<file path="config.mk">
export PLATFORM = sky130hd
export DESIGN_NAME = utf8_java_utf8_transcoder
export DESIGN_NICKNAME = d
export VERILOG_FILES = /design/src/rtl/utjt_pkg.sv /design/src/rtl/utf8_java_utf8_transcoder.sv /design/src/rtl/utjt_front.sv /design/src/rtl/utjt_fifo.sv /design/src/rtl/utjt_back.sv
export SDC_FILE = /design/constraint.sdc
export NUM_CORES = 1
export LEC_CHECK = 0
export BUFFER_PORTS_ARGS = -buffer_cell sky130_fd_sc_hd__buf_4
export CAP_MARGIN = 20
export CORE_ASPECT_RATIO = 0.8
export CORE_MARGIN = 8
export CORE_UTILIZATION = 25
export DETAILED_ROUTE_END_ITERATION = 8
export MAX_ROUTING_LAYER = met4
export PLACE_DENSITY = 0.43
export SKIP_CTS_REPAIR_TIMING = 1
export SLEW_MARGIN = 30
export SYNTH_ARGS = -nofsm -noshare
export SYNTH_HDL_FRONTEND = slang
export SYNTH_SLANG_ARGS = --single-unit
export TNS_END_PERCENT = 10
</file>
<file path="constraint.sdc">
create_clock -name clk -period 16.7 [get_ports clk]
set_input_delay 0.835 -clock clk [delete_from_list [all_inputs] [get_ports clk]]
set_output_delay 0.835 -clock clk [all_outputs]
set_load 0.1 [all_outputs]
</file>
<file path="src/rtl/utjt_pkg.sv">
// Shared types, constants and byte encoders for the UTF-8 / modified UTF-8 transcoder.
package utjt_pkg;

    localparam int QDEPTH = 4;
    localparam int QPTR_W = $clog2(QDEPTH);

    localparam logic [20:0] PLANE_BASE   = 21'h010000;
    localparam logic [20:0] CODE_LIMIT   = 21'h110000;
    localparam logic [20:0] SURR_LO      = 21'h00D800;
    localparam logic [20:0] SURR_END     = 21'h00E000;
    localparam logic [7:0]  SURR_LEAD    = 8'hED;
    localparam logic [3:0]  SURR_HI_TAG  = 4'hA;
    localparam logic [3:0]  SURR_LO_TAG  = 4'hB;
    localparam logic [7:0]  NUL_LEAD     = 8'hC0;
    localparam logic [7:0]  NUL_TRAIL    = 8'h80;

    // One unit of work handed from the front to the back
    typedef struct packed {
        logic        pre_valid;   // flush a held surrogate first
        logic [15:0] pre_code;
        logic        main_valid;
        logic        main_java;   // encode in modified form rather than standard
        logic [20:0] main_code;
        logic        last;
        logic        bad;
    } job_t;

    typedef struct packed {
        logic [2:0]      cnt;
        logic [5:0][7:0] bytes;
    } enc_t;

    function automatic enc_t encode_utf8(logic [20:0] c);
        enc_t e;
        e = '0;
        if (c < 21'h80) begin
            e.cnt      = 3'd1;
            e.bytes[0] = c[7:0];
        end else if (c < 21'h800) begin
            e.cnt      = 3'd2;
            e.bytes[0] = {3'b110, c[10:6]};
            e.bytes[1] = {2'b10, c[5:0]};
        end else if (c < PLANE_BASE) begin
            e.cnt      = 3'd3;
            e.bytes[0] = {4'b1110, c[15:12]};
            e.bytes[1] = {2'b10, c[11:6]};
            e.bytes[2] = {2'b10, c[5:0]};
        end else if (c < CODE_LIMIT) begin
            e.cnt      = 3'd4;
            e.bytes[0] = {5'b11110, c[20:18]};
            e.bytes[1] = {2'b10, c[17:12]};
            e.bytes[2] = {2'b10, c[11:6]};
            e.bytes[3] = {2'b10, c[5:0]};
        end
        return e;
    endfunction

    function automatic enc_t encode_java(logic [20:0] c);
        enc_t        e;
        logic [20:0] d;
        e = '0;
        d = c - PLANE_BASE;
        if (c == 21'd0) begin
            e.cnt      = 3'd2;
            e.bytes[0] = NUL_LEAD;
            e.bytes[1] = NUL_TRAIL;
        end else if (c < 21'h800) begin
            e = encode_utf8(c);
        end else if (c < SURR_LO || (c >= SURR_END && c < PLANE_BASE)) begin
            e = encode_utf8(c);
        end else if (c < CODE_LIMIT) begin
            // split into a high and a low surrogate triple
            e.cnt      = 3'd6;
            e.bytes[0] = SURR_LEAD;
            e.bytes[1] = {SURR_HI_TAG, d[19:16]};
            e.bytes[2] = {2'b10, d[15:10]};
            e.bytes[3] = SURR_LEAD;
            e.bytes[4] = {SURR_LO_TAG, d[9:6]};
            e.bytes[5] = {2'b10, d[5:0]};
        end
        return e;
    endfunction

endpackage

</file>
<file path="src/rtl/utf8_java_utf8_transcoder.sv">
// A byte's job is queued, then its output bytes are registered at the emitter output.
// Throughput: one source byte per cycle while in_stall is low; the emitter gives one output
// byte per cycle while out_stall is low, so a byte that yields more than one output byte
// holds the emitter, and a four-entry job queue absorbs the difference before in_stall rises.
// Reset: direction returns to UTF-8 to modified form, decode state and queue empty,
// no output pending.
module utf8_java_utf8_transcoder (
    input  logic       clk,
    input  logic       rst_n,
    input  logic       cfg_valid,
    output logic       cfg_ready,
    input  logic       cfg_data,
    input  logic       in_valid,
    output logic       in_stall,
    input  logic [7:0] in_byte,
    input  logic       in_last,
    output logic       out_valid,
    input  logic       out_stall,
    output logic [7:0] out_byte,
    output logic       byte_valid,
    output logic       string_end,
    output logic       bad_coding
);
    import utjt_pkg::*;

    job_t front_job;
    job_t head_job;
    logic take;
    logic push;
    logic pop;
    logic q_empty;
    logic q_full;

    assign cfg_ready = 1'b1;
    assign in_stall  = q_full;
    assign take      = in_valid && !q_full;

    utjt_front u_front (
        .clk       (clk),
        .rst_n     (rst_n),
        .cfg_valid (cfg_valid),
        .cfg_data  (cfg_data),
        .take      (take),
        .in_byte   (in_byte),
        .in_last   (in_last),
        .push      (push),
        .job       (front_job)
    );

    utjt_fifo u_fifo (
        .clk       (clk),
        .rst_n     (rst_n),
        .push      (push),
        .push_data (front_job),
        .pop       (pop),
        .pop_data  (head_job),
        .empty     (q_empty),
        .full      (q_full)
    );

    utjt_back u_back (
        .clk        (clk),
        .rst_n      (rst_n),
        .head       (head_job),
        .empty      (q_empty),
        .pop        (pop),
        .out_valid  (out_valid),
        .out_stall  (out_stall),
        .out_byte   (out_byte),
        .byte_valid (byte_valid),
        .string_end (string_end),
        .bad_coding (bad_coding)
    );

    // no job is pushed into a full queue
    assert property (@(posedge clk) disable iff (!rst_n) push |-> !q_full)
        else $error("job pushed into full queue");

    // no job is popped from an empty queue
    assert property (@(posedge clk) disable iff (!rst_n) pop |-> !q_empty)
        else $error("job popped from empty queue");

    // a bare end marker always closes a string
    assert property (@(posedge clk) disable iff (!rst_n)
                     (out_valid && !byte_valid) |-> string_end)
        else $error("bare marker without string end");

    // the error flag only appears on results of the final byte
    assert property (@(posedge clk) disable iff (!rst_n)
                     (out_valid && bad_coding && !string_end) |=> out_valid)
        else $error("error flag outside final results");

endmodule

</file>
<file path="src/rtl/utjt_front.sv">
// Front end: takes source bytes, decodes sequences and issues encode jobs.
module utjt_front (
    input  logic           clk,
    input  logic           rst_n,
    input  logic           cfg_valid,
    input  logic           cfg_data,
    input  logic           take,
    input  logic [7:0]     in_byte,
    input  logic           in_last,
    output logic           push,
    output utjt_pkg::job_t job
);
    import utjt_pkg::*;

    logic        dir_reg;
    logic [7:0]  lead_reg,  lead_next;
    logic [2:0]  cnt_reg,   cnt_next;
    logic [20:0] part_reg,  part_next;
    logic [15:0] held_reg,  held_next;
    logic        pend_reg,  pend_next;
    logic [1:0]  pair_reg,  pair_next;
    logic        stop_reg,  stop_next;
    logic        sbad_reg,  sbad_next;

    always_comb
    begin
        logic       seq_go;
        logic       bad_v;
        logic [2:0] cnt1;
        logic [2:0] need;

        lead_next = lead_reg;
        cnt_next  = cnt_reg;
        part_next = part_reg;
        held_next = held_reg;
        pend_next = pend_reg;
        pair_next = pair_reg;
        stop_next = stop_reg;
        sbad_next = sbad_reg;
        job       = '0;
        job.last  = in_last;
        seq_go    = 1'b0;
        bad_v     = 1'b0;
        cnt1      = '0;
        need      = '0;

        if (!stop_reg)
        begin
            if (dir_reg && pair_reg != 2'd0)
            begin
                // second triple of a surrogate pair
                part_next = {part_reg[14:0], in_byte[5:0]};
                pair_next = pair_reg + 2'd1;
                if (pair_next == 2'd3)
                begin
                    job.main_valid = 1'b1;
                    job.main_code  = PLANE_BASE + {1'b0, held_reg[9:0], part_next[9:0]};
                    pair_next      = 2'd0;
                end
            end
            else if (dir_reg && pend_reg)
            begin
                pend_next = 1'b0;
                if (in_byte[7:4] == 4'hE)
                begin
                    part_next = {17'd0, in_byte[3:0]};
                    pair_next = 2'd1;
                end
                else
                begin
                    job.pre_valid = 1'b1;
                    job.pre_code  = held_reg;
                    seq_go        = 1'b1;
                end
            end
            else
            begin
                seq_go = 1'b1;
            end

            if (seq_go)
            begin
                if (cnt_reg == 3'd0)
                begin
                    lead_next = in_byte;
                    if (!in_byte[7])
                    begin
                        job.main_valid = 1'b1;
                        job.main_java  = !dir_reg;
                        job.main_code  = {13'd0, in_byte};
                    end
                    else
                    begin
                        cnt_next = 3'd1;
                        if (in_byte[7:5] == 3'b110)
                        begin
                            part_next = {16'd0, in_byte[4:0]};
                            sbad_next = 1'b0;
                        end
                        else
                        begin
                            part_next = {17'd0, in_byte[3:0]};
                            if (dir_reg)
                                sbad_next = in_byte[7:4] != 4'hE;
                            else
                                sbad_next = in_byte[7:4] != 4'hE && in_byte[7:3] != 5'b11110;
                        end
                    end
                end
                else
                begin
                    bad_v     = sbad_reg | (in_byte[7:6] != 2'b10);
                    part_next = {part_reg[14:0], in_byte[5:0]};
                    cnt1      = cnt_reg + 3'd1;
                    priority if (lead_reg[7:5] == 3'b110)
                        need = 3'd2;
                    else if (dir_reg || lead_reg[7:4] == 4'hE)
                        need = 3'd3;
                    else
                        need = 3'd4;
                    if (cnt1 >= need)
                    begin
                        cnt_next  = 3'd0;
                        sbad_next = 1'b0;
                        priority if (bad_v)
                            stop_next = 1'b1;
                        else if (!dir_reg)
                        begin
                            job.main_valid = 1'b1;
                            job.main_java  = 1'b1;
                            job.main_code  = part_next;
                        end
                        else if (need == 3'd3 && part_next[15:11] == 5'b11011)
                        begin
                            // hold the surrogate until the next byte shows a partner
                            held_next = part_next[15:0];
                            pend_next = 1'b1;
                        end
                        else
                        begin
                            job.main_valid = 1'b1;
                            job.main_code  = part_next;
                        end
                    end
                    else
                    begin
                        cnt_next  = cnt1;
                        sbad_next = bad_v;
                    end
                end
            end

            if (in_last && pend_next && !stop_next)
            begin
                job.main_valid = 1'b1;
                job.main_java  = 1'b0;
                job.main_code  = {5'd0, held_next};
                pend_next      = 1'b0;
            end
        end

        job.bad = stop_next;

        if (in_last)
        begin
            lead_next = '0;
            cnt_next  = '0;
            part_next = '0;
            held_next = '0;
            pend_next = 1'b0;
            pair_next = '0;
            stop_next = 1'b0;
            sbad_next = 1'b0;
        end
    end

    assign push = take && (job.pre_valid || job.main_valid || in_last);

    always_ff @(posedge clk or negedge rst_n)
    begin
        if (!rst_n)
        begin
            dir_reg  <= 1'b0;
            lead_reg <= '0;
            cnt_reg  <= '0;
            part_reg <= '0;
            held_reg <= '0;
            pend_reg <= 1'b0;
            pair_reg <= '0;
            stop_reg <= 1'b0;
            sbad_reg <= 1'b0;
        end
        else if (cfg_valid)
        begin
            // a direction write starts a fresh string
            dir_reg  <= cfg_data;
            lead_reg <= '0;
            cnt_reg  <= '0;
            part_reg <= '0;
            held_reg <= '0;
            pend_reg <= 1'b0;
            pair_reg <= '0;
            stop_reg <= 1'b0;
            sbad_reg <= 1'b0;
        end
        else if (take)
        begin
            lead_reg <= lead_next;
            cnt_reg  <= cnt_next;
            part_reg <= part_next;
            held_reg <= held_next;
            pend_reg <= pend_next;
            pair_reg <= pair_next;
            stop_reg <= stop_next;
            sbad_reg <= sbad_next;
        end
    end

endmodule

</file>
<file path="src/rtl/utjt_fifo.sv">
// Short job queue between the front end and the byte emitter.
module utjt_fifo (
    input  logic           clk,
    input  logic           rst_n,
    input  logic           push,
    input  utjt_pkg::job_t push_data,
    input  logic           pop,
    output utjt_pkg::job_t pop_data,
    output logic           empty,
    output logic           full
);
    import utjt_pkg::*;

    job_t              mem_reg [QDEPTH];
    logic [QPTR_W-1:0] wr_ptr_reg;
    logic [QPTR_W-1:0] rd_ptr_reg;
    logic [QPTR_W:0]   count_reg;

    assign empty    = count_reg == '0;
    assign full     = count_reg == (QPTR_W+1)'(QDEPTH);
    assign pop_data = mem_reg[rd_ptr_reg];

    always_ff @(posedge clk)
    begin
        if (push && !full)
            mem_reg[wr_ptr_reg] <= push_data;
    end

    always_ff @(posedge clk or negedge rst_n)
    begin
        if (!rst_n)
        begin
            wr_ptr_reg <= '0;
            rd_ptr_reg <= '0;
            count_reg  <= '0;
        end
        else
        begin
            if (push && !full)
                wr_ptr_reg <= wr_ptr_reg + 1'b1;
            if (pop && !empty)
                rd_ptr_reg <= rd_ptr_reg + 1'b1;
            unique case ({push && !full, pop && !empty})
                2'b10:   count_reg <= count_reg + 1'b1;
                2'b01:   count_reg <= count_reg - 1'b1;
                default: count_reg <= count_reg;
            endcase
        end
    end

endmodule

</file>
<file path="src/rtl/utjt_back.sv">
// Back end: turns the head job into output bytes, one per cycle unless stalled.
module utjt_back (
    input  logic           clk,
    input  logic           rst_n,
    input  utjt_pkg::job_t head,
    input  logic           empty,
    output logic           pop,
    output logic           out_valid,
    input  logic           out_stall,
    output logic [7:0]     out_byte,
    output logic           byte_valid,
    output logic           string_end,
    output logic           bad_coding
);
    import utjt_pkg::*;

    logic            out_valid_reg;
    logic [2:0]      idx_reg;
    logic [7:0]      out_byte_reg;
    logic            byte_valid_reg;
    logic            string_end_reg;
    logic            bad_coding_reg;

    enc_t            main_enc;
    enc_t            pre_enc;
    logic [7:0][7:0] list;
    logic [2:0]      total;
    logic [2:0]      eff;
    logic            marker;
    logic            final_b;
    logic            advance;
    logic            load;

    always_comb
    begin
        main_enc = head.main_java ? encode_java(head.main_code)
                                  : encode_utf8(head.main_code);
        if (!head.main_valid)
            main_enc = '0;
        pre_enc = encode_utf8({5'd0, head.pre_code});
        list    = '0;
        if (head.pre_valid)
        begin
            // a flushed surrogate is followed by at most three more bytes
            list[2:0] = pre_enc.bytes[2:0];
            list[5:3] = main_enc.bytes[2:0];
            total     = 3'd3 + ((main_enc.cnt > 3'd3) ? 3'd3 : main_enc.cnt);
        end
        else
        begin
            list[5:0] = main_enc.bytes;
            total     = main_enc.cnt;
        end
        marker = total == 3'd0;
        eff    = (marker && head.last) ? 3'd1 : total;
    end

    assign final_b = idx_reg == eff - 3'd1;
    assign advance = !out_valid_reg || !out_stall;
    assign load    = !empty && advance && eff != 3'd0;
    assign pop     = !empty && advance && (eff == 3'd0 || final_b);

    always_ff @(posedge clk or negedge rst_n)
    begin
        if (!rst_n)
        begin
            out_valid_reg <= 1'b0;
            idx_reg       <= '0;
        end
        else
        begin
            if (advance)
                out_valid_reg <= load;
            if (load)
                idx_reg <= final_b ? 3'd0 : idx_reg + 3'd1;
        end
    end

    always_ff @(posedge clk)
    begin
        if (load)
        begin
            out_byte_reg   <= list[idx_reg];
            byte_valid_reg <= !marker;
            string_end_reg <= head.last && final_b;
            bad_coding_reg <= head.last && head.bad;
        end
    end

    assign out_valid  = out_valid_reg;
    assign out_byte   = out_byte_reg;
    assign byte_valid = byte_valid_reg;
    assign string_end = string_end_reg;
    assign bad_coding = bad_coding_reg;

endmodule
</file>
# Word-level counts from Yosys, hierarchy flattened
# Memories as Yosys holds them, arrays and structs flattened.
# Cells that the tools add are included.
# Widths: inputs -> output; s select.
[op_classes]
addsub = 11
magnitude_cmp = 11
n_eq_ne = 16
muxes = 143
bitwise = 1
n_reduce_logical = 47
[ops]
columns = ["operator", "n"]
rows = [
  ["$mux 21", 14],
  ["$mux 51", 5],
  ["$mux 16", 14],
  ["$mux 23", 6],
  ["$mux 8", 14],
  ["$mux 24", 3],
  ["$mux 3", 23],
  ["$mux 32", 2],
  ["$mux 17", 3],
  ["$mux 48", 1],
  ["$mux 1", 44],
  ["$mux 40", 1],
  ["$bmux 8 s3", 1],
  ["$add 17x20->21 const A", 1],
  ["$ge 21x16->1 const B", 1],
  ["$logic_not 21->1", 1],
  ["$lt 21x12->1 const B", 1],
  ["$lt 21x16->1 const B", 1],
  ["$lt 21x17->1 const B", 1],
  ["$lt 21x21->1 const B", 1],
  ["$lt 21x8->1 const B", 1],
  ["$sub 20x17->20 const B", 1],
  ["$mux 2", 9],
  ["$logic_and 1x1->1", 17],
  ["32 further kinds", 63],
]
[totals]
regBits = 76
ram_bits = 168
in_bits = 15
out_inout_bits = 14
elab_cells = 248
n_memories = 1
[mem_list]
columns = ["name", "words", "width", "read_ports", "rd_clocked_by_memory_dff", "wr", "line", "text"]
rows = [
  ["u_fifo.mem_reg", 4, 42, 1, 0, 1, "utjt_fifo.sv:14", "job_t mem_reg [QDEPTH];"],
]

# Logic depth before layout (Yosys ltp)
[depth]
word_depth = 26
depth_mapped = 28
ltp_nobuf = 27

# Hierarchy
# Synthesis repeated with hierarchy kept, for this count alone.
[hier_totals]
hier_cells = 959
area_unflattened_um2 = 12136.6
[by_module_without_submodules]
columns = ["module", "n_inst", "cells_per_inst", "area_per_inst_um2", "seq_area_each_um2"]
rows = [
  ["utjt_fifo", 1, 258, 6476.2, 5220.0],
  ["utjt_back", 1, 403, 2890.3, 430.4],
  ["utjt_front", 1, 295, 2745.1, 1101.1],
  ["utf8_java_utf8_transcoder", 1, 3, 25.0, 0.0],
]

# Least setup slack after synthesis
# OpenSTA, ideal clock, no wires.
[synth_path]
path_kind = "register to register"
start = "reg u_fifo.rd_ptr_reg[0]"
end = "reg u_fifo.count_reg[2]"
setup_ps = 79
arrival_ps = 5494
required_time_ps = 16621
slack_ps = 11127
path_stages_with_launch = 29
path_buffers = 1
period_less_slack_ps = 5573
path_cell_list = "dfrtp_1 -> buf_6 -> mux4_2 -> inv_1 -> ha_1 -> or4b_1 -> nor3_2 -> and2_1 -> a21oi_1 -> nor3_1 -> nor2_1 -> ha_1 -> nand3_1 -> nor2_1 -> a31o_1 -> or2_2 -> inv_1 -> ha_1 -> ha_1 -> xor2_1 -> nand2_1 -> a21oi_4 -> o21a_2 -> ha_1 -> inv_1 -> fa_1 -> xor2_1 -> nor2_1 -> xor2_1"
[synth_via]
elab_chain_len = 24
word_cells_on_any_way = 39
cone_classes = "2 x add/sub; 7 x order compare; 3 x eq/ne; 16 x mux; 10 x reduce/logical; 1 x memory"
[synth_rtl]
columns = ["item", "line", "text"]
rows = [
  ["start: declaration", "utjt_fifo.sv:16", "logic [QPTR_W-1:0] rd_ptr_reg;"],
  ["start signal: assignment", "utjt_fifo.sv:42", "rd_ptr_reg <= rd_ptr_reg + 1'b1;"],
  ["$mem_v2 4x42 *", "-", ""],
  ["$lt 21x21->1", "utjt_pkg.sv:48, utjt_pkg.sv:71", ""],
  ["$mux 3", "utjt_pkg.sv:48", "end else if (c < CODE_LIMIT) begin"],
  ["$mux 3", "utjt_pkg.sv:43", "end else if (c < PLANE_BASE) begin"],
  ["$mux 3", "utjt_pkg.sv:36", "if (c < 21'h80) begin"],
  ["$mux 51", "utjt_pkg.sv:69", "end else if (c < SURR_LO || (c >= SURR_END && c < PLANE_BASE)) begin"],
  ["$mux 51", "utjt_pkg.sv:67", "end else if (c < 21'h800) begin"],
  ["$mux 3", "utjt_pkg.sv:63", "if (c == 21'd0) begin"],
  ["(+8 left out)", "-", ""],
  ["$mux 3 *", "utjt_back.sv:55", "eff = (marker && head.last) ? 3'd1 : total;"],
  ["$sub 3x1->3", "utjt_back.sv:58", "assign final_b = idx_reg == eff - 3'd1;"],
  ["$eq 3x3->1", "utjt_back.sv:58", ""],
  ["$logic_or 1x1->1 *", "utjt_back.sv:61", "assign pop = !empty && advance && (eff == 3'd0 || final_b);"],
  ["$logic_and 1x1->1 *", "utjt_back.sv:61", ""],
  ["$logic_and 1x1->1 *", "utjt_fifo.sv:43", "unique case ({push && !full, pop && !empty})"],
  ["$eq 2x1->1 or $eq 2x2->1 (tied branches)", "utjt_fifo.sv:43", ""],
  ["$pmux 3 s2 or $reduce_bool 2->1 (tied branches)", "-", ""],
  ["end signal: assignment", "utjt_fifo.sv:44", "2'b10: count_reg <= count_reg + 1'b1;"],
  ["end signal: assignment", "utjt_fifo.sv:45", "2'b01: count_reg <= count_reg - 1'b1;"],
  ["end signal: assignment", "utjt_fifo.sv:46", "default: count_reg <= count_reg;"],
  ["end: declaration", "utjt_fifo.sv:17", "logic [QPTR_W:0] count_reg;"],
]
# Every way passes the cells marked *; elsewhere a longest branch is shown, timed or not.
# A chain may end at the register's enable or synchronous reset.

# Worst setup path in the final report
# Ends and elaborated chain as after synthesis.

==> impl_metrics.yaml <==
global_routing:
  grt_pass1_wl_um: 52400
  grt.overflow.total: 0
  grt_max_degree: 56
  track_usage: 0.127
  grt_pass1_vias: 8016
  antenna_found_initial: 1
place:
  gp_congestion: 0.871
  portBuffers: 27
  dp_hpwl_um: 23700
  placed_area_mm2: 0.0127
logic_synthesis:
  synthMuxAreaShare: 0.0968
  avgSynthCellArea_um2: 12.5
  yosysWarnings: 0
  synth_fa_ha_area_frac: 0.0188
  synthArstFlopShare: 0.235
  yosys-top-cells-area: "edfxtp_1 46%, dfrtp_1 12%, mux4_2 7.7%, nor2_1 2.7%, a22o_1 2.2%"
  synth-xor-area-share: 0.0103
  synth_top_area_share: 0.458
  synth_top_family_by_area: "compound AO/OA/AOI/OAI gates"
  syn_nets: 967
  synthCells: 935
  synth-simple-area-share: 0.123
  ys_types: 81
  synth_area_leader_cell: "edfxtp_1"
  yosysSeqAreaShare: 0.575
  synth-compound-area-share: 0.149
  synth_seq_cells: 234
  ys.flop_type: "edfxtp_1"
  synth-edff-count: 179
  syn_area_mm2: 0.0117
worst_setup_path:
  cpMostUsedCell: "ha_1"
  timing.critical_path.buf_inv: 4
  cp.arrival_ns: 7.37
  crit_path_start_kind: "flip-flop"
  cp_slowest_cell: "mux4_2"
  crit_required_ns: 17.18
  timing.critical_path.fanout_max: 36
  end_kind: "flip-flop"
  crit_family: "simple AND/OR/NAND/NOR gates"
  slowest_delay_ns: 0.70
  crit_type: "flip-flop to flip-flop"
routing:
  viasPerCell: 5.09
  remaining_drc_errors: 0
  ant_nets: 0
  drtIter0Drc: 745
  wl_um: 33900
  drtPass1Iterations: 5
  vias: 8136
  post_drt_wl_per_cell_um: 21.2
timing:
  timing.final.crit_share: 0.413
  tightest_slew_ns: 1.01
  finalHoldViolations: 0
  fin_crit_ns: 6.89
  fmax_mhz: 145
  setup_viol: 0
  setup_tns_ns: 0
  relSlewSlack: 0.325
  grt_setup_unrepaired: "false"
  finalClockSkew_ns: 0.0146
  slew_violations: 0
die:
  coreArea_mm2: 0.0466
  die_h_um: 210
  io_pins: 29
  dieWidth_um: 258
  start_util: 0.252
  row_count: 71
  die_area_mm2: 0.0542
cells_and_area:
  nFillCells: 4741
  final_core_util: 0.290
  final_area_mm2: 0.0135
  finalNetCount: 990
  drive_gt1_frac: 0.166
  n_antenna_cell: 0
  layout_commonest_cell: "edfxtp_1"
  largest_register_ffs: 168
  layout_common_cells: "179 x edfxtp_1, 84 x nor2_1, 62 x nand2_1, 53 x dfrtp_1, 46 x a21oi_1"
  area_growth_pct: 15.2
power_and_ir_drop:
  power_density_mw_per_mm2: 192
  leakage_nw: 4.79
  vdd_drop_max_uv: 127
clocking:
  path_clk_slew_ns: 0.06
  numClockSinks: 234
  clock_latency_ns: 0.56
  htree_levels: 1
  cts_tree: "built"
  cts_max_path_buffers: 3
  cts_buffers: 26
  cts_root_buf: "clkbuf_16"
run:
  cap_violations: 0
run_status:
  outcome: "completed"
worst_hold_path:
  min_path_type: "input port to async pin"
metal layers:
| metal | track usage | up-vias | part of all wire |
|---|---|---|---|
| met5 | - | - | 0 |
| met4 | 0.0300 | 0 | 0.025 |
| met3 | 0.0223 | 51 | 0.053 |
| met2 | 0.176 | 224 | 0.42 |
| met1 | 0.189 | 4150 | 0.50 |
| li1 | - | 3711 | - |
worst paths after layout:
| kind | startpoint | cells after the start | slack (ns) | endpoint |
|---|---|---|---|---|
| max in group asynchronous | rst_n | 1 | 15.70 | u_fifo.rd_ptr_reg[0] |
| max reg2reg | u_fifo.rd_ptr_reg[0] | 28 | 9.81 | u_fifo.count_reg[2] |
| max | u_fifo.rd_ptr_reg[0] | 28 | 9.81 | u_fifo.count_reg[2] |
| min in group clk | u_fifo.count_reg[2] | 1 | 0.49 | u_fifo.count_reg[2] |
| min reg2reg | u_fifo.count_reg[2] | 1 | 0.49 | u_fifo.count_reg[2] |
| min | rst_n | 1 | 0.36 | u_front.lead_reg[5] |
through the flow:
step           hold slack [ns]  setup WS (ns)  total power [mW]  std cells
6_report                 0.362           9.81              2.59       1597
5_1_grt                  0.417           9.22              2.75       1597
4_1_cts                  0.383           9.72              2.61       1597
3_5_place_dp             0.486           9.71              2.03       1550
3_3_place_gp             0.488           9.86              2.04       1550
2_1_floorplan            0.457          11.13              1.68        935
power breakdown:
group | total (mW) | internal [mW] | switching [mW]
sequential | 0.789 | 0.743 | 0.0466
clock | 0.577 | 0.338 | 0.239
combinational | 1.22 | 0.399 | 0.824
synthesized netlist by cell type (6+ instances only):
master    instances
edfxtp_1        179
nor2_1           85
nand2_1          62
dfrtp_1          55
a21oi_1          46
o21ai_0          45
mux4_2           40
clkbuf_1         38
and2_1           30
a22o_1           29
nand3_1          25
inv_1            23
nor3_1           23
mux2i_1          19
a22oi_1          17
ha_1             16
o211ai_1         15
o221ai_1         12
nor4_1            8
a21o_1            7
a31oi_1           7
a211oi_1          6
a221oi_1          6
and3_1            6
nor2b_1           6
o21a_1            6
o22ai_1           6
or2_2             6
xnor2_1           6
xor2_1            6
cell type report:
type                       count  area (µm²)  share of cell area
timing repair buffer          45         338              0.0250
clock buffer                  30         676              0.0500
inverter                      23        86.3             0.00639
sequential                   234        6760               0.500
clock inverter                17         184              0.0136
multi-input combinational    628        4700               0.348
tap                          620         776              0.0574
kinds of logic (layout without fill, tap and decap cells):
logic type	Yosys count	in the layout
simple gates	285	285
flops	234	234
mux	63	63
buf+inv	73	115
other cells	1	1
xor+xnor	13	13
compound gates	249	249
fa+ha+maj	17	17
No activity file was read; power rests on OpenSTA's default activity.
